**config.mk**
```make
export PLATFORM = sky130hd
export DESIGN_NAME = ddo_mul
export DESIGN_NICKNAME = d
export VERILOG_FILES = /design/src/design/ddo_pkg.sv /design/src/design/ddo_mul.sv
export SDC_FILE = /design/constraint.sdc
export NUM_CORES = 2
export LEC_CHECK = 0
export ABC_AREA = 1
export BUFFER_PORTS_ARGS = -buffer_cell sky130_fd_sc_hd__buf_2
export CORE_ASPECT_RATIO = 1.5
export CORE_MARGIN = 8
export CORE_UTILIZATION = 46
export CTS_BUF_LIST = sky130_fd_sc_hd__clkbuf_2
export CTS_CLUSTER_DIAMETER = 150
export DETAILED_ROUTE_END_ITERATION = 16
export GPL_TIMING_DRIVEN = 0
export HOLD_SLACK_MARGIN = 0.02
export PLACE_DENSITY = 0.64
export SLEW_MARGIN = 10
export SYNTH_ARGS = -nofsm -noshare
export SYNTH_HDL_FRONTEND = slang
export SYNTH_SLANG_ARGS = --single-unit
```
**constraint.sdc**
```tcl
create_clock -name i_clk -period 9.9 [get_ports i_clk]
set_clock_uncertainty 0.1 [all_clocks]
set_input_delay 1.485 -clock i_clk [delete_from_list [all_inputs] [get_ports i_clk]]
set_output_delay 1.485 -clock i_clk [all_outputs]
set_load 0.03 [all_outputs]
```
**src/design/ddo_pkg.sv**
```systemverilog
// Shared types, constants and tables for the differential-drive odometry block.
`timescale 1ns / 1ps
`default_nettype none
package ddo_pkg;

    localparam int CORDIC_STEPS_DEF  = 24;
    localparam int POS_FRAC_BITS_DEF = 16;

    // Operand and product widths of the shared multiplier
    localparam int MUL_W  = 34;
    localparam int PROD_W = 2 * MUL_W;

    // Divisor and quotient widths of the shared divider
    localparam int DIV_DW = 50;
    localparam int DIV_QW = 34;

    localparam logic [33:0] PI_Q32      = 34'd13493037705;
    localparam logic [19:0] MICRO_SCALE = 20'd1000000;
    localparam logic [33:0] CORDIC_GAIN = 34'd652032874;
    localparam logic [33:0] ONE_Q30     = 34'd1073741824;

    localparam logic [19:0] RADIUS_RST = 20'd32500;
    localparam logic [23:0] WBASE_RST  = 24'd150000;
    localparam logic [9:0]  GEAR_RST   = 10'd1;
    localparam logic [15:0] CPR_RST    = 16'd1024;
    localparam logic [22:0] MAXD_RST   = 23'd10000;

    localparam logic [2:0] CFG_RADIUS = 3'd0;
    localparam logic [2:0] CFG_WBASE  = 3'd1;
    localparam logic [2:0] CFG_GEAR   = 3'd2;
    localparam logic [2:0] CFG_CPR    = 3'd3;
    localparam logic [2:0] CFG_MAXD   = 3'd4;

    typedef enum logic [1:0] {
        ST_UPDATED = 2'd0,
        ST_IMPLAUS = 2'd1,
        ST_ZERODIV = 2'd2,
        ST_POSESET = 2'd3
    } t_status;

    typedef enum logic [0:0] {
        REQ_UPDATE  = 1'b0,
        REQ_SETPOSE = 1'b1
    } t_req_type;

    typedef struct packed {
        t_req_type          req_type;
        logic signed [23:0] left_delta;
        logic signed [23:0] right_delta;
        logic signed [31:0] new_x;
        logic signed [31:0] new_y;
        logic signed [31:0] new_heading;
    } t_req;

    typedef struct packed {
        t_status            status;
        logic signed [31:0] pose_x;
        logic signed [31:0] pose_y;
        logic signed [31:0] heading;
        logic signed [31:0] heading_cos;
        logic signed [31:0] heading_sin;
    } t_rsp;

    typedef enum logic [4:0] {
        S_IDLE,
        S_DECIDE,
        S_GC,
        S_D1,
        S_A1,
        S_PLO,
        S_PHI,
        S_D2,
        S_A2,
        S_DIV1,
        S_DIV1W,
        S_DIV2W,
        S_MIDC,
        S_CMIDW,
        S_MX,
        S_MY,
        S_UPD,
        S_CSTART,
        S_COUTW,
        S_FIN
    } t_state;

    // arctangent of 2^-i as a binary angle
    function automatic logic [31:0] atan_val(input logic [4:0] i);
        logic [31:0] v;
        unique case (i)
            5'd0:  v = 32'd536870912;
            5'd1:  v = 32'd316933406;
            5'd2:  v = 32'd167458907;
            5'd3:  v = 32'd85004756;
            5'd4:  v = 32'd42667331;
            5'd5:  v = 32'd21354465;
            5'd6:  v = 32'd10679838;
            5'd7:  v = 32'd5340245;
            5'd8:  v = 32'd2670163;
            5'd9:  v = 32'd1335087;
            5'd10: v = 32'd667544;
            5'd11: v = 32'd333772;
            5'd12: v = 32'd166886;
            5'd13: v = 32'd83443;
            5'd14: v = 32'd41722;
            5'd15: v = 32'd20861;
            5'd16: v = 32'd10430;
            5'd17: v = 32'd5215;
            5'd18: v = 32'd2608;
            5'd19: v = 32'd1304;
            5'd20: v = 32'd652;
            5'd21: v = 32'd326;
            5'd22: v = 32'd163;
            5'd23: v = 32'd81;
            5'd24: v = 32'd41;
            5'd25: v = 32'd20;
            5'd26: v = 32'd10;
            5'd27: v = 32'd5;
            5'd28: v = 32'd3;
            5'd29: v = 32'd1;
            5'd30: v = 32'd1;
            5'd31: v = 32'd0;
            default: v = 32'd0;
        endcase
        return v;
    endfunction

endpackage
`default_nettype wire

```
**src/design/ddo_mul.sv**
```systemverilog
// Shared unsigned multiplier with registered product.
`timescale 1ns / 1ps
`default_nettype none
module ddo_mul (
    input  wire                             i_clk,
    input  wire  [ddo_pkg::MUL_W-1:0]       i_a,
    input  wire  [ddo_pkg::MUL_W-1:0]       i_b,
    output logic [ddo_pkg::PROD_W-1:0]      o_p
);
    import ddo_pkg::*;

    logic [PROD_W-1:0] r_p;

    always_ff @(posedge i_clk) begin
        r_p <= PROD_W'(i_a) * PROD_W'(i_b);
    end

    assign o_p = r_p;

endmodule
`default_nettype wire

```
# After elaboration in Yosys (flattened, before gate mapping)
# Index checks and enable logic that the tools add are counted.
# classes
mul	1
# ops
cell	count
34-bit by 34-bit multiplier with 68-bit output	1
# totals
regBits	68
input_bits	69
out_inout_bits	68
elab_cells	2

# Longest topological paths before layout
# logic_depth
ltp_word	1
depth_mapped	33
ltp_nobuf	31

# Worst setup path after synthesis
# OpenSTA, ideal clock, no wires.
# synth_path
kind	input to register
from	input i_b[10] in the netlist's numbering
to	register r_p[65], in the netlist o_p[65]
arrival_time_ps	7385
required_time_ps	9688
path_slack_ps	2302
stages	26
cell_sequence	clkbuf_1 > clkbuf_1 > nand2_1 > fa_1 > inv_1 > fa_1 > fa_1 > inv_1 > fa_1 > inv_1 > fa_1 > fa_1 > fa_1 > inv_1 > fa_1 > inv_1 > ha_1 > nand2_1 > nor2_2 > inv_2 > nor2_1 > nand2_1 > nor2_1 > nand2_1 > nand3_1 > nand2_1
# synth_via
elab_chain_len	1
# synth_lines
element	line	text
from (decl)	ddo_mul.sv:7	input wire [ddo_pkg::MUL_W-1:0] i_b,
34-bit by 34-bit multiplier with 68-bit output	ddo_mul.sv:15	r_p <= PROD_W'(i_a) * PROD_W'(i_b);
to (signal assigned)	ddo_mul.sv:15	
to (decl)	ddo_mul.sv:12	logic [PROD_W-1:0] r_p;
# Every way passes these cells.

# Final worst setup path
# layout_path
from	input i_b[26] in the netlist's numbering
to	register r_p[57], in the netlist o_p[57]
# Same word-level chain as after synthesis.

==> summary.md <==
| Metric | Value |
|---|---|
| Wire length of the first global-routing pass | `approximately 240000 um` |
| Unrepaired setup endpoints after global routing | `false` |
| Number of instances in the synthesized netlist | `5582` |
| Maximum net fanout on the critical path | `11` |
| Max Transition Viols Final | `0` |
| Number of antenna violations at the first check in global routing | `20` |
| Iteration-0 DRC Markers | `just over 3k` |
| Routed via count | `around 35k` |
| FILL cells | `9210` |
| Floorplan die width | `261.6 um` |
| Initial Utilization | `0.4625` |
| Max Root-Sink Buffers | `2` |
| Main synth FF type | `dfxtp_1` |
| Startpoint class of the critical path | `primary input` |
| Synth Register Bits | `68` |
| Total die area | `0.1006 sq mm` |
| TritonCTS clock tree | `done` |
| Fraction of layout cells with a size suffix above 1 | `0.02347` |
| Top cell type's share of synthesized area | `0.4904` |
| Final Critical Period | `9.398 ns` |
| Fraction of synthesis flops using an asynchronous set or reset pin | `0` |
| Hold violation count in the final report | `0` |
| GRT Util Overall | `0.3422` |
| Overflow left after global routing | `0` |
| Synthesized area | `0.04163 sq mm` |
| Number of cells after detailed placement | `6814` |
| Number of core rows | `135` |
| Setup-violating endpoint count in the final report | `0` |
| Max reg flops | `68` |
| Number of synthesized flops with an enable pin | `0` |
| Level count of the clock H-tree | `3` |
| Top achievable clock speed | `around 110 MHz` |
| Sequential fraction of the synthesis area | `0.03270` |
| Quantity of gates resized following cts | `0` |
| Least-Margin Pin Slew | `1.473 ns` |
| Largest cells by area after synthesis | `fa_1 49%, inv_1 17%, nand2_1 16%` |
| Number of top-level pins | `approximately 140` |
| Post-route ant nets | `0` |
| Routability Congestion | `1.041` |
| Number of non-filler instances in the completed layout | `6846` |
| CTS Root Buffer Type | `clkbuf_2` |
| Total area of sequential cells | `between 0.001 and 0.0015 sq mm` |
| Growth of design area from synthesis to finish | `4.709%` |
| Drt drc | `0` |
| Routed WL per cell | `24.45 um` |
| First-pass iteration count of the detailed router | `5` |
| List of most frequent post-synthesis cells | `1846 x inv_1, 1781 x nand2_1, 1020 x fa_1, 284 x ha_1, 272 x clkbuf_1` |
| CTS Buf Count | `9` |
| Via density per instance | `5.137` |
| Wire length after detailed routing | `167400 um` |
| Post-synthesis cell type with the largest combined area | `fa_1` |
| Multi-input logic area | `0.03229 sq mm` |
| Clock slew at reported path FFs | `0.23 ns` |
| Slew headroom | `0.01795` |
| Most frequent cell after synthesis | `inv_1` |
| Final cycle utilization of the critical path | `0.9493` |
| Worst Min Path Start | `i_b[0]` |
| Max Cap Violations | `0` |
| # clock sinks | `approximately 70` |
| Post-synthesis cell type count | `23` |
| Mapped Nets | `about 7.0k` |
| Core region area | `0.09003 sq mm` |
| Count of input and output buffers | `68` |
| Hold bufs inserted after CTS | `0` |
| Post-DP HPWL | `142400 um` |
| Nets | `7036` |
| Number of setup buffers added after CTS | `0` |
| Number of warnings issued by yosys | `0` |
| Crit path kind | `primary input to register` |
| Result of the run | `finished clean` |
| End point of the worst hold path | `o_p[0]` |
| Number of global-route vias before repair | `37.26k` |
| Worst Hold Class | `primary input to register` |
| Data required, critical path | `10.36 ns` |
| Endpoint class of the critical path | `register` |
| Synthesized area divided by synthesized cell count | `between 7 and 8 sq um` |
| Worst hold path stage count | `3` |
| Maximum number of pins on one net before global-route repair | `14` |
| Vert. Die Dim | `about 380 um` |
| Critical Path AT | `9.86 ns` |
[layout make-up]
class,instances,area share
Antenna cell,14,0.0008036
Buffer,272,0.02362
Clock buffer,9,0.001033
Clock inverter,7,0.001205
Inverter,1855,0.1597
Multi-Input combinational cell,3387,0.7407
Sequential cell,68,0.03123
Tap cell,1164,0.03341
Timing Repair Buffer,70,0.008323
[through the flow]
step	utilization	TNS, ns	hold WS (ns)	setup slack [ns]	cell area (sq um)
4_1_cts	0.4835	0	1.049	0.6841	43530
5_1_grt	0.4839	0	1.075	0.3797	43570
2_1_floorplan	-	0	1.670	2.302	41630
3_5_place_dp	0.4824	0	1.798	0.0004929	43430
6_report	0.4842	0	1.098	0.5024	43600
3_3_place_gp	0.4824	-0.01054	1.796	-0.007689	43430
[layer usage]
metal,up-vias,routed length (um),global-route usage,share of wire
met5,-,56,0,0.00033
met4,8,17050,0.2728,0.10
met3,630,15850,0.07330,0.095
met2,1870,78790,0.5659,0.47
met1,17390,55670,0.3783,0.33
li1,15280,-,-,-
[worst max-delay path: stages]
cell,delay [ns]
clkbuf_1,0.91
clkbuf_1,0.97
nand2_1,0.20
fa_1,0.56
inv_1,0.07
fa_1,0.50
fa_1,0.59
fa_1,0.45
fa_1,0.55
fa_1,0.44
fa_1,0.49
inv_1,0.05
fa_1,0.62
inv_1,0.12
ha_1,0.46
nand2_1,0.25
nor2_2,0.19
inv_2,0.05
nor2_1,0.34
nand2_1,0.13
nand2_1,0.11
nand2_1,0.08
nand3_1,0.09
nand2_1,0.05
nand2_1,0.09
[worst max-delay path by stage]
stage / slack, ns / startpoint / end / depth (start not counted)
final: 0.50 / i_b[26] / o_p[57] / 25
after global placement: -0.008 / i_b[26] / o_p[65] / 24
after floorplan: 2.30 / i_b[10] / o_p[65] / 26
after global routing: 0.38 / i_b[21] / o_p[63] / 25
after detailed placement: 0.0005 / i_b[26] / o_p[65] / 24
after CTS: 0.68 / i_b[26] / o_p[65] / 24
[placed cells by master (no fill, tap or decap), types with 16 or more instances in the layout]
| master | instances |
|---|---|
| nand2_1 | 1781 |
| xor2_1 | 34 |
| ha_1 | 284 |
| nor2_1 | 104 |
| dfxtp_1 | 68 |
| a21oi_1 | 43 |
| clkbuf_2 | 16 |
| clkbuf_1 | 265 |
| nand3_1 | 55 |
| fa_1 | 1020 |
| inv_1 | 1846 |
| buf_2 | 68 |
[kinds of logic (layout without fill, tap and decap cells)]
kind of cell               count (synthesis)  in the layout  synth area share
and+or+nand+nor                         2001           2001            0.1867
buffers and inverters                   2127           2213            0.1918
adders and majority gates               1304           1304            0.5758
xor gates and xnor gates                  36             36          0.007573
other                                      0             14                 0
AOI/OAI and AO/OA                         46             46          0.005529
DFF                                       68             68           0.03270
Power is not shown: default switching activity piles up to over one toggle a cycle in this logic, so the estimate is an artifact.
