`src/design/ddo_pkg.sv`:
```
// Shared types, constants and tables for the differential-drive odometry block.
`timescale 1ns / 1ps
`default_nettype none
package ddo_pkg;

    localparam int CORDIC_STEPS_DEF  = 24;
    localparam int POS_FRAC_BITS_DEF = 16;

    // Operand and product widths of the shared multiplier
    localparam int MUL_W  = 34;
    localparam int PROD_W = 2 * MUL_W;

    // Divisor and quotient widths of the shared divider
    localparam int DIV_DW = 50;
    localparam int DIV_QW = 34;

    localparam logic [33:0] PI_Q32      = 34'd13493037705;
    localparam logic [19:0] MICRO_SCALE = 20'd1000000;
    localparam logic [33:0] CORDIC_GAIN = 34'd652032874;
    localparam logic [33:0] ONE_Q30     = 34'd1073741824;

    localparam logic [19:0] RADIUS_RST = 20'd32500;
    localparam logic [23:0] WBASE_RST  = 24'd150000;
    localparam logic [9:0]  GEAR_RST   = 10'd1;
    localparam logic [15:0] CPR_RST    = 16'd1024;
    localparam logic [22:0] MAXD_RST   = 23'd10000;

    localparam logic [2:0] CFG_RADIUS = 3'd0;
    localparam logic [2:0] CFG_WBASE  = 3'd1;
    localparam logic [2:0] CFG_GEAR   = 3'd2;
    localparam logic [2:0] CFG_CPR    = 3'd3;
    localparam logic [2:0] CFG_MAXD   = 3'd4;

    typedef enum logic [1:0] {
        ST_UPDATED = 2'd0,
        ST_IMPLAUS = 2'd1,
        ST_ZERODIV = 2'd2,
        ST_POSESET = 2'd3
    } t_status;

    typedef enum logic [0:0] {
        REQ_UPDATE  = 1'b0,
        REQ_SETPOSE = 1'b1
    } t_req_type;

    typedef struct packed {
        t_req_type          req_type;
        logic signed [23:0] left_delta;
        logic signed [23:0] right_delta;
        logic signed [31:0] new_x;
        logic signed [31:0] new_y;
        logic signed [31:0] new_heading;
    } t_req;

    typedef struct packed {
        t_status            status;
        logic signed [31:0] pose_x;
        logic signed [31:0] pose_y;
        logic signed [31:0] heading;
        logic signed [31:0] heading_cos;
        logic signed [31:0] heading_sin;
    } t_rsp;

    typedef enum logic [4:0] {
        S_IDLE,
        S_DECIDE,
        S_GC,
        S_D1,
        S_A1,
        S_PLO,
        S_PHI,
        S_D2,
        S_A2,
        S_DIV1,
        S_DIV1W,
        S_DIV2W,
        S_MIDC,
        S_CMIDW,
        S_MX,
        S_MY,
        S_UPD,
        S_CSTART,
        S_COUTW,
        S_FIN
    } t_state;

    // arctangent of 2^-i as a binary angle
    function automatic logic [31:0] atan_val(input logic [4:0] i);
        logic [31:0] v;
        unique case (i)
            5'd0:  v = 32'd536870912;
            5'd1:  v = 32'd316933406;
            5'd2:  v = 32'd167458907;
            5'd3:  v = 32'd85004756;
            5'd4:  v = 32'd42667331;
            5'd5:  v = 32'd21354465;
            5'd6:  v = 32'd10679838;
            5'd7:  v = 32'd5340245;
            5'd8:  v = 32'd2670163;
            5'd9:  v = 32'd1335087;
            5'd10: v = 32'd667544;
            5'd11: v = 32'd333772;
            5'd12: v = 32'd166886;
            5'd13: v = 32'd83443;
            5'd14: v = 32'd41722;
            5'd15: v = 32'd20861;
            5'd16: v = 32'd10430;
            5'd17: v = 32'd5215;
            5'd18: v = 32'd2608;
            5'd19: v = 32'd1304;
            5'd20: v = 32'd652;
            5'd21: v = 32'd326;
            5'd22: v = 32'd163;
            5'd23: v = 32'd81;
            5'd24: v = 32'd41;
            5'd25: v = 32'd20;
            5'd26: v = 32'd10;
            5'd27: v = 32'd5;
            5'd28: v = 32'd3;
            5'd29: v = 32'd1;
            5'd30: v = 32'd1;
            5'd31: v = 32'd0;
            default: v = 32'd0;
        endcase
        return v;
    endfunction

endpackage
`default_nettype wire

```
`src/design/ddo_div.sv`:
```
// Bit-serial restoring divider, one quotient bit per cycle.
`timescale 1ns / 1ps
`default_nettype none
module ddo_div #(
    parameter int NW = 95
) (
    input  wire                          i_clk,
    input  wire                          i_rst_n,
    input  wire                          i_start,
    input  wire  [NW-1:0]                i_num,
    input  wire  [ddo_pkg::DIV_DW-1:0]   i_den,
    input  wire  [$clog2(NW+1)-1:0]      i_steps,
    output logic                         o_done,
    output logic [ddo_pkg::DIV_QW-1:0]   o_quo,
    output logic                         o_ovf
);
    import ddo_pkg::*;

    localparam int CW = $clog2(NW + 1);

    logic              r_busy, r_done, r_ovf;
    logic [CW-1:0]     r_cnt;
    logic [NW-1:0]     r_sh;
    logic [DIV_DW-1:0] r_rem, r_den;
    logic [DIV_QW-1:0] r_q;

    logic [DIV_DW:0]   rt;
    logic              ge;

    always_comb begin
        rt = {r_rem, r_sh[NW-1]};
        ge = rt >= {1'b0, r_den};
    end

    always_ff @(posedge i_clk) begin
        if (!i_rst_n) begin
            r_busy <= 1'b0;
            r_done <= 1'b0;
        end else begin
            r_done <= 1'b0;
            if (i_start) begin
                r_busy <= 1'b1;
                r_cnt  <= i_steps;
                r_sh   <= i_num;
                r_den  <= i_den;
                r_rem  <= '0;
                r_q    <= '0;
                r_ovf  <= 1'b0;
            end else if (r_busy) begin
                r_sh  <= {r_sh[NW-2:0], 1'b0};
                r_rem <= ge ? DIV_DW'(rt - {1'b0, r_den}) : DIV_DW'(rt);
                r_q   <= {r_q[DIV_QW-2:0], ge};
                // quotient bits that drop off the top mean the result is out of range
                r_ovf <= r_ovf | r_q[DIV_QW-1];
                r_cnt <= r_cnt - CW'(1);
                if (r_cnt == CW'(1)) begin
                    r_busy <= 1'b0;
                    r_done <= 1'b1;
                end
            end
        end
    end

    assign o_done = r_done;
    assign o_quo  = r_q;
    assign o_ovf  = r_ovf;

endmodule
`default_nettype wire

```
`config.mk`:
```
export PLATFORM = sky130hd
export DESIGN_NAME = ddo_div
export DESIGN_NICKNAME = d
export VERILOG_FILES = /design/src/design/ddo_pkg.sv /design/src/design/ddo_div.sv
export SDC_FILE = /design/constraint.sdc
export NUM_CORES = 1
export LEC_CHECK = 0
export BUFFER_PORTS_ARGS = -buffer_cell sky130_fd_sc_hd__buf_2
export CORE_UTILIZATION = 40
export DETAILED_ROUTE_END_ITERATION = 8
export PLACE_DENSITY = 0.62
export SYNTH_ARGS = -nofsm -noshare
export SYNTH_HDL_FRONTEND = slang
export SYNTH_SLANG_ARGS = --single-unit
```
`constraint.sdc`:
```
create_clock -name i_clk -period 12.9 [get_ports i_clk]
set_input_delay 0.645 -clock i_clk [delete_from_list [all_inputs] [get_ports i_clk]]
set_output_delay 0.645 -clock i_clk [all_outputs]
set_load 0.1 [all_outputs]
```
[Word-level counts from Yosys, hierarchy flattened]
Cells that the tools add are included.
W data, S select, Z words.
Cells by class
  div/mod/pow operators: 0
  add/subtract/negate cells: 2
  reduce and logical (&&, ||, !) cells: 4
  $lt $le $gt $ge: 1
  bitwise operators: 3
  shifts and indexed selects: 0
  multiply operators: 0
  equality and inequality tests: 1
  muxes and demuxes: 12
Operators by type and width (count)
  $mux W95: 2
  $mux W50: 2
  $ge A51 B50 Y1: 1
  $sub A50 B50 Y50: 1
  $mux W34: 1
  $mux W7: 2
  $eq A7 B1 Y1 const B: 1
  $sub A7 B1 Y7 const B: 1
  $mux W1: 5
  $reduce_and A2 Y1: 2
  $reduce_or A3 Y1: 1
  $not A1 Y1: 2
  $reduce_bool A2 Y1: 1
  $or A1 B1 Y1: 1
Word-level totals
  flip-flop bits (word level): 239
  ROM bits: 0
  output and inout port bits: 36
  memories: 0
  input port bits: 155
  latch bits: 0
  logic and storage cells: 31
  memory bits (writable): 0

[Depth between registers and ports, before layout]
  depth after elaboration: 4
  gate-level depth with buffers: 16
  depth with buffers taken out: 13

[Worst setup path after synthesis]
OpenSTA, ideal clock, no wires.
  path kind: input to register
  start point: input i_start
  end point: register r_ovf (netlist: o_ovf), enable pin
  required time: 12.335 ns
  arrival time: 5.411 ns
  stages: 3
  buffers on the path: 2
  slack: 6.924 ns
  setup time: 0.565 ns
  cells stage by stage: clkbuf_1 -> clkbuf_1 -> o21a_1
Between the ends
  cells in the longest elaborated chain, start to end: 2
RTL lines
  start: declaration: line ddo_div.sv:9  | input wire i_start,
  $reduce_bool A2 Y1 (no source line)
  $reduce_and A2 Y1 (no source line)
  end signal: assignment: line ddo_div.sv:54  | r_ovf <= r_ovf | r_q[DIV_QW-1];
  end: declaration: line ddo_div.sv:21  | logic r_busy, r_done, r_ovf;
Every way passes these cells.
A chain may end at the register's enable or synchronous reset.

[Worst setup path after layout]
  start point: register r_rem[0]
  end point: register r_rem[27], data pin
Between the ends
  cells in the longest elaborated chain, start to end: 3
  elaborated cells on any way between the ends: 4
  those cells by class: add/sub: 1; order compare: 1; mux: 2
RTL lines
  start: declaration: line ddo_div.sv:24  | logic [DIV_DW-1:0] r_rem, r_den;
  start signal: assignment: line ddo_div.sv:51  | r_rem <= ge ? DIV_DW'(rt - {1'b0, r_den}) : DIV_DW'(rt);
  $sub A50 B50 Y50 / $ge A51 B50 Y1 (equally long branches): line ddo_div.sv:51, ddo_div.sv:32
  $mux W50 *: line ddo_div.sv:51
  $mux W50 *: line ddo_div.sv:49  | end else if (r_busy) begin
Mark *: on every way between the ends. The rest lies on a longest branch, timed or not. The select of a mux whose other input is x is not followed.

==> impl_results.md <==
- Worst Setup Start Kind: register
- Crit-path most repeated cell: o31a_1
- Clock Tree Root: clkbuf_16
- Initial antenna violation count: 11
- CP arrival: 4710 ps
- Met2 usage: 0.2578
- Commonest non-fill, non-tap cells in the layout: 237 x edfxtp_1, 189 x buf_2, 94 x mux2_2
- Fin. Hold Viols: 0
- Worst VDD drop: 0.1079 mV
- Yosys cell types: 63
- Pleak: 5.947 nW
- Final WS setup: 8447 ps
- GR Util met3: 0.06568
- Int Pwr: 1.580 mW
- Worst hold margin: 264.4 ps
- Synth Warn #: 0
- Via density: 5.211
- Global-route wire length before repair: 44.56 mm
- RSZ-0062 raised after global routing: false
- Clk_skew: 9.109 ps
- Pre-Repair DR Iteration Count: 5
- Outcome: completed
- Nets: 1,413
- Area growth syn-to-layout: 16.91%
- Switching share of power: 0.2867
- Clk_lat worst skew: 550 ps
- Max clock buf depth: 3
- Die area: 32,610 µm²
- Global placement routability congestion: 0.8784
- Largest net degree at the start of global routing: 87
- Crit path time final: 4453 ps
- Hold buffer count at CTS: 0
- Commonest non-fill, non-tap cell in the layout: edfxtp_1
- Sequential power share: 0.431
- Die X-Extent: 180.6 µm
- Initial Util: 0.4053
- Synthesized instance count: 1,033
- # IOs: 191
- Number of synthesized flops with an enable pin: 237
- Total number of vias: 8,505
- Post-synth top area cell: edfxtp_1
- Reg clk slew, reported paths: 60 ps
- F_max: 0.2246 GHz
- Syn avg cell area: 12.35 µm²
- Power Dens Cells: 148.5 nW/µm²
- CTS tree: built
- Dominant synthesized flop cell: edfxtp_1
- Antenna Nets Post-Route: 0
- Overflow after GRT: 0
- Clock network power share: 0.358
- Slowest stage delay, CP: 940 ps
- Synth top area share: 0.5579
- Core ar.: 31,470 µm²
- MaxCap Viol Count: 0
- H-tree levels: 1
- Final WL: 28.14 mm
- Critical-path top delay cell: o31ai_4
- GR Layer Usage met1: 0.2259
- Headroom to the max-slew limit: 0.2546
- Tot GR Track Use: 0.1691
- Busiest layer in global routing: met2
- Worst-Margin Slew: 1118 ps
- Final Cycle Share: 0.3452
- # setup viols final: 0
- Slew Viols, Final: 0
- Seq/Total Area, Yosys: 0.5610
- Clock sinks: 239
- Post-synthesis register bit count: 239
- Detailed placement HPWL: 19.28 mm
- TritonCTS Buffers: 27
- TNS Setup: 0 ps
- CTS resizes: 0
- Row count: 65
- CP Max Fanout: 45
- Syn_nets: 1,241
- Cell family with most CP delay: compound AO/OA/AOI/OAI gates
- Post-DR wirelength/cell: 17.24 µm
- CP bufs+invs: 1
- Gate power share: 0.211
- Share of cells above drive strength 1: 0.2879
- IO Port Bufs: 190
- Synth area leaders: edfxtp_1 56%, mux2_2 8.3%, ha_1 5.1%, mux2i_1 2.4%, a21oi_1 2.3%
- DRC: 0
- Post-synthesis cell area: 12,760 µm²
- Worst Hold Class: input pin to register
- Asr flop ratio synth: 0
- CP Capture Type: register
- Number of global-route vias before repair: 8,316
- # Post-CTS Setup Buffers: 0
- P_sw: 0.6351 mW
- Req. time, crit path: 13,160 ps
- Worst slack at placement: 8458 ps
- First DRT Iteration DRCs: 456
- DIE HEIGHT: 180.6 µm
- CP Class: register to register
- CP cell instances: ha_1 > nor2b_1 > o31a_1 > o21ai_2 > o31ai_2 > nor3_1 > o31a_1 > o31ai_4 > buf_4 > mux2i_1 > nor2_1
## through the flow
stage          utilization  total power, mW  instances  instance area, µm²
2_1_floorplan            -            1.341       1033               12760
3_3_place_gp        0.4448            1.433       1578               14000
3_5_place_dp        0.4448            1.438       1578               14000
4_1_cts             0.4735            2.242       1628               14900
5_1_grt             0.4737            2.318       1630               14910
6_report            0.4739            2.215       1632               14910
## path summary, 6_finish.rpt
check | slack (ps) | end | depth (start not counted) | start
worst max-delay path | 8450 | r_rem[27] | 11 | r_rem[0]
worst min-delay path | 260 | r_den[42] | 1 | i_den[42]
worst max register to register | 8450 | r_rem[27] | 11 | r_rem[0]
worst min register to register | 460 | o_done | 2 | r_busy
## worst register-to-register path: cells and delay by family, from the launching register on
kind,cells,cell delay [ps]
flops,1,430
buf+inv,1,690
fa+ha+maj,1,330
simple gates,3,440
mux,1,300
compound gates,5,1990
## power groups by stage
| stage | logic [mW] | registers, mW | clock network, mW |
|---|---|---|---|
| 2_1_floorplan | 0.326 | 1.01 | 0 |
| 3_3_place_gp | 0.464 | 0.969 | 0 |
| 3_5_place_dp | 0.468 | 0.970 | 0 |
| 4_1_cts | 0.471 | 0.955 | 0.816 |
| 5_1_grt | 0.517 | 0.960 | 0.840 |
| 6_report | 0.468 | 0.955 | 0.792 |
## metal layers
layer / wire (µm) / part of all wire / up-vias
met5: 83 / 0.0029 / -
met4: 605 / 0.021 / 12
met3: 2469 / 0.088 / 51
met2: 12150 / 0.43 / 234
met1: 12830 / 0.46 / 4030
li1: - / - / 4178
## cell type report
| cell class | count | area (µm²) |
|---|---|---|
| fill | 2865 | 16560 |
| sequential | 239 | 7157 |
| multi-input combinational | 678 | 5100 |
| timing repair buffer | 196 | 1002 |
| clock buffer | 30 | 686.9 |
| tap | 402 | 503.0 |
| inverter | 63 | 236.5 |
| clock inverter | 20 | 219.0 |
| antenna | 4 | 10.01 |
## sequential cells by signal, summed over array words and instances, names as in the netlist
name,count
r_sh,95
r_den,50
r_rem,50
o_quo,34
r_cnt,7
o_done,1
o_ovf,1
r_busy,1
## cells by family after synthesis
| family | after synthesis | share of synthesized area |
|---|---|---|
| AOI/OAI and AO/OA | 208 | 0.1121 |
| xor gates and xnor gates | 44 | 0.03021 |
| adders and majority gates | 53 | 0.05257 |
| buffers and inverters | 116 | 0.03992 |
| DFF | 239 | 0.5610 |
| muxes | 124 | 0.1065 |
| and+or+nand+nor | 249 | 0.09769 |
## cells in the mapped netlist (4+ instances only)
cell type and count:
xnor2_1 26, o21ai_0 37, a211oi_1 13, buf_6 5, a21boi_0 5, o21a_1 13, nand3_1 19, a211oi_2 8
mux2i_1 30, and3_1 4, buf_1 5, mux2_2 94, xor2_1 18, and2_1 10, o311ai_0 6, a21oi_1 59
nor2_1 69, a21o_1 21, o211ai_1 5, buf_2 8, o21bai_1 7, ha_1 52, nand2_1 50, nand2b_1 8
or3_1 8, clkbuf_1 32, inv_1 63, nor3_1 13, edfxtp_1 237, nand4_1 16, o31ai_1 4, nor2b_1 40
No activity file was read; power rests on OpenSTA's default activity.
