<file path="config.mk">
export PLATFORM = sky130hd
export DESIGN_NAME = ddo_cordic
export DESIGN_NICKNAME = d
export VERILOG_FILES = /design/src/design/ddo_pkg.sv /design/src/design/ddo_cordic.sv
export SDC_FILE = /design/constraint.sdc
export NUM_CORES = 1
export LEC_CHECK = 0
export ABC_AREA = 1
export BUFFER_PORTS_ARGS = -buffer_cell sky130_fd_sc_hd__buf_2
export CORE_ASPECT_RATIO = 0.9
export CORE_MARGIN = 5
export CORE_UTILIZATION = 40
export CTS_CLUSTER_SIZE = 14
export DETAILED_ROUTE_END_ITERATION = 16
export SKIP_CTS_REPAIR_TIMING = 1
export SYNTH_ARGS = -nofsm -noshare
export SYNTH_HDL_FRONTEND = slang
export SYNTH_SLANG_ARGS = --single-unit
</file>
<file path="constraint.sdc">
create_clock -name i_clk -period 5.5 [get_ports i_clk]
set_clock_uncertainty 0.05 [all_clocks]
set_input_delay 0.55 -clock i_clk [delete_from_list [all_inputs] [get_ports i_clk]]
set_output_delay 0.55 -clock i_clk [all_outputs]
set_load 0.02 [all_outputs]
</file>
<file path="src/design/ddo_pkg.sv">
// Shared types, constants and tables for the differential-drive odometry block.
`timescale 1ns / 1ps
`default_nettype none
package ddo_pkg;

    localparam int CORDIC_STEPS_DEF  = 24;
    localparam int POS_FRAC_BITS_DEF = 16;

    // Operand and product widths of the shared multiplier
    localparam int MUL_W  = 34;
    localparam int PROD_W = 2 * MUL_W;

    // Divisor and quotient widths of the shared divider
    localparam int DIV_DW = 50;
    localparam int DIV_QW = 34;

    localparam logic [33:0] PI_Q32      = 34'd13493037705;
    localparam logic [19:0] MICRO_SCALE = 20'd1000000;
    localparam logic [33:0] CORDIC_GAIN = 34'd652032874;
    localparam logic [33:0] ONE_Q30     = 34'd1073741824;

    localparam logic [19:0] RADIUS_RST = 20'd32500;
    localparam logic [23:0] WBASE_RST  = 24'd150000;
    localparam logic [9:0]  GEAR_RST   = 10'd1;
    localparam logic [15:0] CPR_RST    = 16'd1024;
    localparam logic [22:0] MAXD_RST   = 23'd10000;

    localparam logic [2:0] CFG_RADIUS = 3'd0;
    localparam logic [2:0] CFG_WBASE  = 3'd1;
    localparam logic [2:0] CFG_GEAR   = 3'd2;
    localparam logic [2:0] CFG_CPR    = 3'd3;
    localparam logic [2:0] CFG_MAXD   = 3'd4;

    typedef enum logic [1:0] {
        ST_UPDATED = 2'd0,
        ST_IMPLAUS = 2'd1,
        ST_ZERODIV = 2'd2,
        ST_POSESET = 2'd3
    } t_status;

    typedef enum logic [0:0] {
        REQ_UPDATE  = 1'b0,
        REQ_SETPOSE = 1'b1
    } t_req_type;

    typedef struct packed {
        t_req_type          req_type;
        logic signed [23:0] left_delta;
        logic signed [23:0] right_delta;
        logic signed [31:0] new_x;
        logic signed [31:0] new_y;
        logic signed [31:0] new_heading;
    } t_req;

    typedef struct packed {
        t_status            status;
        logic signed [31:0] pose_x;
        logic signed [31:0] pose_y;
        logic signed [31:0] heading;
        logic signed [31:0] heading_cos;
        logic signed [31:0] heading_sin;
    } t_rsp;

    typedef enum logic [4:0] {
        S_IDLE,
        S_DECIDE,
        S_GC,
        S_D1,
        S_A1,
        S_PLO,
        S_PHI,
        S_D2,
        S_A2,
        S_DIV1,
        S_DIV1W,
        S_DIV2W,
        S_MIDC,
        S_CMIDW,
        S_MX,
        S_MY,
        S_UPD,
        S_CSTART,
        S_COUTW,
        S_FIN
    } t_state;

    // arctangent of 2^-i as a binary angle
    function automatic logic [31:0] atan_val(input logic [4:0] i);
        logic [31:0] v;
        unique case (i)
            5'd0:  v = 32'd536870912;
            5'd1:  v = 32'd316933406;
            5'd2:  v = 32'd167458907;
            5'd3:  v = 32'd85004756;
            5'd4:  v = 32'd42667331;
            5'd5:  v = 32'd21354465;
            5'd6:  v = 32'd10679838;
            5'd7:  v = 32'd5340245;
            5'd8:  v = 32'd2670163;
            5'd9:  v = 32'd1335087;
            5'd10: v = 32'd667544;
            5'd11: v = 32'd333772;
            5'd12: v = 32'd166886;
            5'd13: v = 32'd83443;
            5'd14: v = 32'd41722;
            5'd15: v = 32'd20861;
            5'd16: v = 32'd10430;
            5'd17: v = 32'd5215;
            5'd18: v = 32'd2608;
            5'd19: v = 32'd1304;
            5'd20: v = 32'd652;
            5'd21: v = 32'd326;
            5'd22: v = 32'd163;
            5'd23: v = 32'd81;
            5'd24: v = 32'd41;
            5'd25: v = 32'd20;
            5'd26: v = 32'd10;
            5'd27: v = 32'd5;
            5'd28: v = 32'd3;
            5'd29: v = 32'd1;
            5'd30: v = 32'd1;
            5'd31: v = 32'd0;
            default: v = 32'd0;
        endcase
        return v;
    endfunction

endpackage
`default_nettype wire

</file>
<file path="src/design/ddo_cordic.sv">
// Iterative rotation-mode CORDIC giving cos and sin of a binary angle in Q1.30.
`timescale 1ns / 1ps
`default_nettype none
module ddo_cordic #(
    parameter int STEPS = 24
) (
    input  wire                 i_clk,
    input  wire                 i_rst_n,
    input  wire                 i_start,
    input  wire  [31:0]         i_angle,
    output logic                o_done,
    output logic signed [31:0]  o_cos,
    output logic signed [31:0]  o_sin
);
    import ddo_pkg::*;

    localparam int IW = $clog2(STEPS + 1);

    logic               r_busy, r_done, r_flip;
    logic [IW-1:0]      r_i;
    logic signed [33:0] r_x, r_y, r_z;

    logic [31:0]        a_rot, a_fold;
    logic               flip;
    logic signed [33:0] dx, dy, at, xf, yf;

    always_comb begin
        a_rot  = i_angle + 32'h4000_0000;
        flip   = a_rot[31];
        a_fold = flip ? (i_angle + 32'h8000_0000) : i_angle;
        dx     = r_y >>> r_i;
        dy     = r_x >>> r_i;
        at     = signed'({2'b00, atan_val(5'(r_i))});
        xf     = r_flip ? -r_x : r_x;
        yf     = r_flip ? -r_y : r_y;
        if (xf > signed'(ONE_Q30))       o_cos = 32'(ONE_Q30);
        else if (xf < -signed'(ONE_Q30)) o_cos = 32'(-signed'(ONE_Q30));
        else                             o_cos = 32'(xf);
        if (yf > signed'(ONE_Q30))       o_sin = 32'(ONE_Q30);
        else if (yf < -signed'(ONE_Q30)) o_sin = 32'(-signed'(ONE_Q30));
        else                             o_sin = 32'(yf);
    end

    always_ff @(posedge i_clk) begin
        if (!i_rst_n) begin
            r_busy <= 1'b0;
            r_done <= 1'b0;
        end else begin
            r_done <= 1'b0;
            if (i_start) begin
                r_busy <= 1'b1;
                r_i    <= '0;
                r_flip <= flip;
                r_x    <= signed'(CORDIC_GAIN);
                r_y    <= '0;
                r_z    <= 34'(signed'(a_fold));
            end else if (r_busy) begin
                if (!r_z[33]) begin
                    r_x <= r_x - dx;
                    r_y <= r_y + dy;
                    r_z <= r_z - at;
                end else begin
                    r_x <= r_x + dx;
                    r_y <= r_y - dy;
                    r_z <= r_z + at;
                end
                r_i <= r_i + IW'(1);
                if (r_i == IW'(STEPS - 1)) begin
                    r_busy <= 1'b0;
                    r_done <= 1'b1;
                end
            end
        end
    end

    assign o_done = r_done;

endmodule
`default_nettype wire

</file>
# After elaboration in Yosys (flattened, before gate mapping)
# Memory sizes are Yosys's and may differ from the RTL's. A register that Yosys moved wholly into a read port is not among the register bits.
# Index checks and enable logic that the tools add are counted.
# totals
register_bits	110
mem_bits_ro	960
in_bits	35
mem_count	1
# memory_table
name	words	width	read_ports	rd_clocked_by_memory_dff	write_ports	line	source
(no name shown)	32	30	1	1	0	ddo_pkg.sv:90	unique case (i)
# op_classes
n_addsub	11
n_lt_le_gt_ge	4
eq_ne	1
shifts	2
muxes	21
bitwise	2
reduce_logical	4
# ops
cell	count
$mux W34	9
$mux W32	5
$add A34 B34 Y34	2
$gt A34 B32 Y1 const B	2
$lt A34 B31 Y1 const B	2
$neg A34 Y34	2
$sshr A34 B5 Y34	2
$sub A34 B34 Y34	2
$add A34 B33 Y34	1
$sub A34 B33 Y34	1
$add A32 B31 Y32 const B	1
$add A32 B32 Y32 const B	1
$mux W5	3
$add A5 B1 Y5 const B	1
$eq A5 B5 Y1 const B	1
$mux W1	4
$reduce_and A2 Y1	2
$reduce_or A3 Y1	1
$not A1 Y1	2
$reduce_bool A2 Y1	1

# Logic depth before layout (Yosys ltp)
# Gate-level depths: netlist (run 1).
# depth
depth_word	5
ltp_mapped	34
mapped_depth_nobuf	32

# Least setup slack after synthesis (run 1)
# No wires, ideal clock.
# synth_timing
path_kind	input -> register
start	input port i_rst_n
end	register, netlist name at[1]
setup_ps	124
t_arrival_ps	5560
required_time_ps	5326
setup_slack_ps	-234
cell_stages	14
path_buffers	0
path_cell_list	nand2_1 -> inv_1 -> nor2_1 -> clkinv_1 -> o21ai_1 -> inv_1 -> ha_1 -> inv_1 -> nor2_1 -> inv_1 -> nand2_1 -> inv_1 -> nor3_1 -> a2111o_1
# synth_between
elab_chain_cells	2
# synth_rtl
item	line	source
start: declaration	ddo_cordic.sv:8	input wire i_rst_n,
$reduce_and A2 Y1 (no line)	-	
$mux W5 (no line)	-	
# Every way passes these cells.
# A chain may end at the register's enable or synchronous reset.

# Final worst setup path (run 1)
# layout_timing
start	register r_i[0]
end	register r_y[23] (data pin)
# layout_between
elab_chain_cells	4
# layout_rtl
item	line	source
start: declaration	ddo_cordic.sv:20	logic [IW-1:0] r_i;
start signal: assignment	ddo_cordic.sv:67	r_i <= r_i + IW'(1);
$sshr A34 B5 Y34 (*)	ddo_cordic.sv:32	dy = r_x >>> r_i;
$add A34 B34 Y34 / $sub A34 B34 Y34 (equally long branches)	ddo_cordic.sv:60, ddo_cordic.sv:64	
$mux W34 (*)	ddo_cordic.sv:58	if (!r_z[33]) begin
$mux W34 (*)	ddo_cordic.sv:57	end else if (r_busy) begin
end signal: assignment	ddo_cordic.sv:60	r_y <= r_y + dy;
end signal: assignment	ddo_cordic.sv:64	r_y <= r_y - dy;
end: declaration	ddo_cordic.sv:21	logic signed [33:0] r_x, r_y, r_z;
# Every way passes the cells marked *; elsewhere a longest branch is shown, timed or not. The select of a mux whose other input is x is not followed.

==> results of run 1 <==
==> worst register-to-register path: cells and delay by family, from the launching register on <==
kind,cells,cell delay [ns]
buffers and inverters,5,0.62
AOI/OAI and AO/OA,5,1.22
adders and majority gates,2,0.54
DFF,1,0.42
and+or+nand+nor,15,1.82
xor gates and xnor gates,1,0.14
==> power by group through the flow <==
stage / Combinational (mW) / Clock (mW) / Sequential (mW)
2_1_floorplan: 5.15 / 0 / 1.77
3_3_place_gp: 6.74 / 0 / 2.01
3_5_place_dp: 6.73 / 0 / 2.01
4_1_cts: 6.78 / 1.22 / 1.99
5_1_grt: 7.74 / 1.26 / 2.02
6_report: 6.84 / 1.19 / 2.01
==> cell type report <==
type / count / area [um2] / area share [%]
Multi-Input combinational cell: 2735 / 14400 / 65.8
Sequential cell: 140 / 3880 / 17.8
Inverter: 353 / 1330 / 6.08
Tap cell: 680 / 851 / 3.89
Timing Repair Buffer: 137 / 843 / 3.86
Clock buffer: 17 / 425 / 1.95
Clock inverter: 15 / 149 / 0.681
==> routing by layer <==
| metal | GRT usage [%] | up-vias | wire (um) |
|---|---|---|---|
| li1 | - | 11322 | - |
| met4 | 6.78 | 2 | 1600 |
| met5 | 1.16 | - | 90 |
| met3 | 5.20 | 88 | 5370 |
| met2 | 39.4 | 778 | 31100 |
| met1 | 35.8 | 10182 | 33000 |
==> path summary, 6_finish.rpt <==
check	start	end	slack (ns)
worst max-delay path	r_i[0]	r_y[23]	0.54
worst min-delay path	i_angle[27]	r_z[27]	0.26
worst max register to register	r_i[0]	r_y[23]	0.54
worst min register to register	r_busy	r_busy	0.48
==> state kept, by name, indices dropped and copies added, names as in the netlist <==
name,flops
r_y,34
r_flip,1
r_z,34
r_busy,1
at,30
r_x,34
o_done,1
r_i,5
==> cell families after synthesis <==
kind of cell,after synthesis,share of synthesized area [%]
AO/OA/AOI/OAI,571,16.5
XOR/XNOR,145,6.29
adder cells (fa/ha/maj),117,7.36
buffers and inverters,481,9.63
flip-flops,140,19.2
AND/OR/NAND/NOR,1902,41.0
==> cells in the mapped netlist, drive strengths merged (4+ instances only) <==
master   count  area [um2]
nand2      910        3480
edfxtp     108        3240
nand4       33         206
nand3b       4        30.0
a21oi      254        1350
nand3      508        2620
o21ai      188         956
o21bai       8        60.1
nor2       348        1370
o211ai      10        75.1
nor4        14        87.6
a221oi       4        35.0
ha         114        1430
dfxtp       32         641
o221ai       4        35.0
a31oi       20         125
nor3        47         250
inv        349        1310
buf         81         443
or2         35         219
a21boi      15         150
o22ai        5        31.3
clkinv       4        15.0
o31ai        8        60.1
xnor2       37         324
o2111ai      4        35.0
clkbuf      47         176
o21a        19         143
xor2       108         946
a21o        17         128
==> flow_metrics.tcl, run 1 <==
set metrics [dict create \
    routed_wl_mm 71.2 \
    critPathMaxStageDelay_ns 0.51 \
    start_kind "flip-flop" \
    syn_avg_cell_area_um2 6.02 \
    p_per_area_mw_per_mm2 460 \
    ctsLongestPathBuffers 2 \
    final_common_cell "nand2_1" \
    grt_overflow 0 \
    worstSkewPairLatency_ns 0.50 \
    ys_ff_latch 140 \
    cts.clk_slew.worst_paths_ns 0.08 \
    synth-seq-area-share_pct 19.2 \
    vias_per_cell 5.49 \
    p_leak_nw 10.5 \
    fin_nets 3536 \
    area_growth_syn_to_layout_pct 8.18 \
    antenna_found_initial 0 \
    dieArea_mm2 0.0551 \
    drive_gt1_share_pct 9.30 \
    arrival_ns 5.25 \
    whs_ns 0.262 \
    cp_num_buf_inv 5 \
    vias 22372 \
    setup-tns-final_ns 0 \
    utilization_pct 43.6 \
    power_mw 10.0 \
    path_common_cell "nand2_1" \
    gp_congestion 0.968 \
    cap_violations 0 \
    placed_cells 4045 \
    grt.total_usage_pct 25.4 \
    nFillCells 5589 \
    final-setup-viol-count 0 \
    fin_crit_sh_pct 90.2 \
    worst_slew_pin_slew_ns 0.900 \
    p_seq_share_pct 20.0 \
    start_util_pct 40.3 \
    end_kind "flip-flop" \
    p_int_mw 4.42 \
    synth-main-ff-cell "edfxtp_1" \
    cts_tree "done" \
    diodes 0 \
    cts_made_buffers 17 \
    pwr-share-comb_pct 68.1 \
    path_class "reg -> reg" \
    max_freq_mhz 202 \
    routedWlPerCell_um 17.5 \
    reg2regPathDepth 28 \
    netSwitchingFraction_pct 56.0 \
    first_pass_iters 6 \
    cts-root-buf "clkbuf_16" \
    final_area_mm2 0.0218 \
    finalHoldViolations 0 \
    dpl.hpwl_mm 55.8 \
    numPortBuffers 99 \
    post-route-min-period_ns 4.96 \
    min_path_cells 3 \
    synthArstFlopShare_pct 0 \
    slowest_stage "o21ai_0" \
    syn_area_mm2 0.0202 \
    max_slew_margin_pct 39.5 \
    htreeDepth 4 \
    peakVddDrop_mv 0.276 \
    hold_class "in -> reg" \
    core_area_mm2 0.0502 \
    final_cell_mix "nand2_1, nand3_1, nor2_1" \
    drt_iter0_markers 1969 \
    grt_pass1_wl_mm 112 \
    syn_inst 3356 \
    yosysUniqueCellTypes 57 \
    dp_slack_ns 0.644 \
    critPathRequiredTime_ns 5.79 \
    grt_pass1_vias 20408 \
    cp_max_fo 32 \
    antenna_left 0 \
    cts.sinks 140 \
    place_area_mm2 0.0213 \
    power_switching_mw 5.62 \
    grt_max_degree 65 \
    setup_slack_ns 0.541 \
    ys_warn_count 0 \
    fp.dieH_um 223 \
    drv_slew 0 \
    status "finished clean" \
    drc_errors 0 \
    io_pins 100 \
    syn_nets 3508 \
    clkPwrFrac_pct 11.9 \
    synth_edf_count 108 \
    die_w_um 247 \
    rows 78 \
    cp.depth 28 \
    rsz0062_at_grt "false" \
    fin_cells 4077 \
    cp_top_family "simple AND/OR/NAND/NOR gates" \
]
No activity file was read; power rests on OpenSTA's default activity.
==> run 2: changes to the inputs <==
--- a/config.mk
+++ b/config.mk
@@ -12,6 +12,7 @@
 export CORE_UTILIZATION = 40
 export CTS_CLUSTER_SIZE = 14
 export DETAILED_ROUTE_END_ITERATION = 16
+export REMOVE_ABC_BUFFERS = 1
 export SKIP_CTS_REPAIR_TIMING = 1
 export SYNTH_ARGS = -nofsm -noshare
 export SYNTH_HDL_FRONTEND = slang
==> constraint.sdc (replaced) <==
create_clock -name i_clk -period 4.1 [get_ports i_clk]
set_clock_uncertainty 0.05 [all_clocks]
set_input_delay 0.41 -clock i_clk [delete_from_list [all_inputs] [get_ports i_clk]]
set_output_delay 0.41 -clock i_clk [all_outputs]
set_load 0.02 [all_outputs]
==> run 2 against run 1 <==
Effect of this change:
- the flow now finishes with violations (setup timing)
- final area grew 35%
- critical path depth decreased by 1
- die area did not move
- cell count rose by 15%
==> flow_metrics.tcl, run 2 (synthesis results as in run 1) <==
set metrics [dict create \
    status "complete, but fails checks" \
    violations "setup timing" \
    p_per_area_mw_per_mm2 641 \
    final-setup-viol-count 39 \
    htreeDepth 4 \
    min_path_cells 3 \
    critPathRequiredTime_ns 4.30 \
    peakVddDrop_mv 0.504 \
    grt_pass1_wl_mm 118 \
    rsz0062_at_grt "true" \
    gp_congestion 0.994 \
    ctsLongestPathBuffers 2 \
    max_slew_margin_pct 36.0 \
    final_common_cell "nand2_1" \
    start_util_pct 40.3 \
    grt_overflow 0 \
    antenna_left 0 \
    routed_wl_mm 80.0 \
    grt.total_usage_pct 26.7 \
    post-route-min-period_ns 4.55 \
    fin_crit_sh_pct 111 \
    cts.sinks 140 \
    final_cell_mix "nand2_1, buf_4, nand3_1" \
    path_class "reg -> reg" \
    p_int_mw 9.38 \
    area_growth_syn_to_layout_pct 45.8 \
    rows 78 \
    arrival_ns 4.75 \
    io_pins 100 \
    max_freq_mhz 220 \
    regArea_mm2 0.00388 \
    vias_per_cell 5.36 \
    placed_cells 4616 \
    start_kind "flip-flop" \
    end_kind "flip-flop" \
    clkPwrFrac_pct 8.8 \
    cts_made_buffers 17 \
    p_seq_share_pct 13.3 \
    top_regs "r_x: 34 flops, r_y: 34 flops, r_z: 34 flops" \
    die_w_um 247 \
    worst_slew_pin_slew_ns 0.960 \
    drv_slew 0 \
    fin_cells 4702 \
    dieArea_mm2 0.0551 \
    routedWlPerCell_um 17.0 \
    grt_max_degree 67 \
    cts.clk_slew.worst_paths_ns 0.07 \
    utilization_pct 58.7 \
    cts-root-buf "clkbuf_16" \
    grt_pass1_vias 22078 \
    finalHoldViolations 0 \
    cts_tree "done" \
    first_pass_iters 6 \
    hold_class "in -> reg" \
    reg2regPathDepth 27 \
    cp_max_fo 5 \
    core_area_mm2 0.0502 \
    drc_errors 0 \
    drt_iter0_markers 2398 \
    worstSkewPairLatency_ns 0.51 \
    p_leak_nw 14.2 \
    setup_slack_ns -0.453 \
    netSwitchingFraction_pct 50.3 \
    numPortBuffers 99 \
    multi_input_area_mm2 0.0169 \
    diodes 0 \
    fp.dieH_um 223 \
    antenna_found_initial 0 \
    power_mw 18.9 \
    vias 25192 \
    nFillCells 4843 \
    whs_ns 0.120 \
    cap_violations 0 \
    drive_gt1_share_pct 35.4 \
    power_switching_mw 9.50 \
    setup-tns-final_ns -9.96 \
    pwr-share-comb_pct 77.9 \
    fin_nets 4161 \
    dpl.hpwl_mm 61.8 \
]
run 2: area by class of cell:
cell class	count	area share [%]
flip-flops and latches	140	13.2
clock buffers	17	1.44
multi-input cells	2735	57.3
clock inverters	15	0.595
repair buffers	762	20.0
inverters	353	4.52
well taps	680	2.89
run 2: through the flow:
stage / instance area, um2 / worst slack (ns)
finish: 29400 / -0.453
global placement: 25800 / -0.613
floorplan: 19600 / -1.82
global route: 29400 / -0.618
detailed placement: 25800 / -0.624
CTS: 26400 / -0.652
run 2: power groups by stage:
stage	sequential, mW	combinational, mW	clock (mW)
CTS	2.46	12.3	1.71
global route	2.52	16.0	1.75
floorplan	2.44	6.73	0
finish	2.50	14.7	1.67
detailed placement	2.49	12.2	0
global placement	2.49	12.2	0
run 2: worst paths after layout:
| kind | from | endpoint | slack [ns] |
|---|---|---|---|
| setup reg to reg | r_i[0] | r_x[25] | -0.45 |
| hold reg to reg | r_busy | r_busy | 0.51 |
| hold / removal | i_rst_n | r_busy | 0.12 |
| setup / recovery | r_i[0] | r_x[25] | -0.45 |
run 2: worst max-delay path, cell delays in order, from the launching register on:
cell      delay, ns
edfxtp_1       0.49
clkinv_4       0.12
buf_12         0.15
buf_4          0.12
nand2_1        0.08
nand3_2        0.09
nand3_2        0.09
nand3_2        0.10
nand3_2        0.09
nand2_2        0.08
inv_2          0.09
ha_4           0.15
nand3_4        0.06
nor2_4         0.12
nand4_1        0.15
nor2_2         0.21
nand2_2        0.13
o21ai_4        0.19
nand2_1        0.07
nand2_1        0.05
nand2_1        0.08
ha_4           0.29
a21oi_1        0.24
o21ai_0        0.17
a221oi_2       0.23
nand2_2        0.14
xor2_1         0.17
or2_2          0.28
run 2: layer usage:
metal,track usage [%],wire [um],vias to the layer above
met5,0,0,-
met2,41.5,36100,905
met4,7.25,1880,0
li1,-,-,12574
met3,3.21,5640,119
met1,39.1,36400,11594
==> run 3: changes to the inputs <==
--- a/config.mk
+++ b/config.mk
@@ -10,10 +10,13 @@
 export CORE_ASPECT_RATIO = 0.9
 export CORE_MARGIN = 5
 export CORE_UTILIZATION = 40
+export CTS_CLUSTER_DIAMETER = 120
 export CTS_CLUSTER_SIZE = 14
 export DETAILED_ROUTE_END_ITERATION = 16
 export REMOVE_ABC_BUFFERS = 1
+export SETUP_SLACK_MARGIN = 0.1
 export SKIP_CTS_REPAIR_TIMING = 1
 export SYNTH_ARGS = -nofsm -noshare
 export SYNTH_HDL_FRONTEND = slang
 export SYNTH_SLANG_ARGS = --single-unit
+export TNS_END_PERCENT = 30
==> run 3 against run 2 <==
Effect of this change:
- critical endpoint unchanged
- sequential cell count unchanged
- worst hold slack improved by 0.0012 ns
- the flow still finishes with violations (setup timing)
- total power about the same
- combinational power hardly changed
- routed wire length about the same
- largest power group unchanged
- global-route usage did not move
==> flow_metrics.tcl, run 3 (synthesis results as in run 1) <==
set metrics [dict create \
    status "complete, but fails checks" \
    violations "setup timing" \
    worstSkewPairLatency_ns 0.50 \
    max_slew_margin_pct 35.6 \
    nFillCells 4842 \
    top_regs "r_x: 34 flops, r_y: 34 flops, r_z: 34 flops" \
    fin_crit_sh_pct 112 \
    post-route-min-period_ns 4.58 \
    drive_gt1_share_pct 35.4 \
    diodes 0 \
    cts.sinks 140 \
    vias_per_cell 5.37 \
    grt_pass1_wl_mm 118 \
    dpl.hpwl_mm 61.8 \
    rows 78 \
    cap_violations 0 \
    final_common_cell "nand2_1" \
    grt_overflow 0 \
    numPortBuffers 99 \
    drt_iter0_markers 2363 \
    ctsLongestPathBuffers 2 \
    start_kind "flip-flop" \
    core_area_mm2 0.0502 \
    io_pins 100 \
    reg2regPathDepth 27 \
    max_freq_mhz 218 \
    die_w_um 247 \
    worst_slew_pin_slew_ns 0.966 \
    end_kind "flip-flop" \
    setup.worst_path.start "r_i[0]" \
    vias 25241 \
    power_mw 18.9 \
    r2r_slack_ns -0.48 \
    finalHoldViolations 0 \
    hold_end "r_busy" \
    final_cell_mix "nand2_1, buf_4, nand3_1" \
    grt_max_degree 67 \
    cp_max_fo 5 \
    place_area_mm2 0.0258 \
    final-setup-viol-count 41 \
    start_util_pct 40.3 \
    dp_slack_ns -0.624 \
    antenna_left 0 \
    drc_errors 0 \
    utilization_pct 58.7 \
    area_growth_syn_to_layout_pct 45.8 \
    first_pass_iters 6 \
    antenna_found_initial 0 \
    dieArea_mm2 0.0551 \
    cts_tree "done" \
    p_per_area_mw_per_mm2 641 \
    min_from "i_rst_n" \
    rsz0062_at_grt "true" \
    cts-root-buf "clkbuf_16" \
    peakVddDrop_mv 0.503 \
    routed_wl_mm 80.1 \
    min_path_cells 3 \
    final_area_mm2 0.0295 \
    grt.total_usage_pct 26.7 \
    arrival_ns 4.78 \
    critPathRequiredTime_ns 4.30 \
    routedWlPerCell_um 17.0 \
    htreeDepth 4 \
    fin_nets 4161 \
    hold_class "in -> reg" \
    timing.rr.end "r_x[25]" \
    cts.clk_slew.worst_paths_ns 0.07 \
    drv_slew 0 \
    cts_made_buffers 17 \
    worstReg2RegStart "r_i[0]" \
    path_class "reg -> reg" \
    grt_pass1_vias 22078 \
    p_leak_nw 14.2 \
    fp.dieH_um 223 \
    setup_slack_ns -0.480 \
    whs_ns 0.121 \
    gp_congestion 0.994 \
]
[run 3: how the worst max path moves through the flow]
stage	slack, ns	end
floorplan	-1.82	r_x[33]
global placement	-0.61	r_x[24]
detailed placement	-0.62	r_x[24]
CTS	-0.65	r_x[24]
global route	-0.62	r_x[32]
finish	-0.48	r_x[25]
[run 3: where the power goes]
group	total, mW	internal, mW	switching, mW
clock	1.67	0.869	0.797
combinational	14.7	6.47	8.24
sequential	2.51	2.05	0.462
total	18.9	9.38	9.50
[run 3: worst max-delay path, cell delays in order, from the launching register on]
cell,delay [ns]
edfxtp_1,0.49
clkinv_4,0.12
buf_12,0.15
buf_4,0.12
nand2_1,0.08
nand3_2,0.09
nand3_2,0.09
nand3_2,0.10
nand3_2,0.09
nand2_2,0.09
inv_2,0.09
ha_4,0.15
nand3_4,0.06
nor2_4,0.12
nand4_1,0.15
nor2_2,0.21
nand2_2,0.13
o21ai_4,0.19
nand2_1,0.07
nand2_1,0.05
nand2_1,0.08
ha_4,0.28
a21oi_1,0.25
o21ai_0,0.18
a221oi_2,0.23
nand2_2,0.15
xor2_1,0.17
or2_2,0.28
[run 3: layout make-up]
class	count	area [um2]	share of cell area (%)
Tap cell	680	851	2.89
Sequential cell	140	3880	13.2
Clock inverter	15	175	0.595
Clock buffer	17	425	1.44
Inverter	353	1330	4.52
Timing Repair Buffer	762	5890	20.0
Multi-Input combinational cell	2735	16900	57.3
[run 3: through the flow]
stage | TNS [ns] | instances
floorplan | -145.68 | 3228
global placement | -13.61 | 4616
detailed placement | -14.63 | 4616
CTS | -19.99 | 4648
global route | -25.30 | 4702
finish | -10.40 | 4702
[run 3: layer usage]
layer	track usage (%)	vias up	wire (um)
met3	3.21	121	5640
met1	39.1	11610	36500
li1	-	12571	-
met4	7.25	0	1940
met2	41.5	939	36000
met5	0	-	0
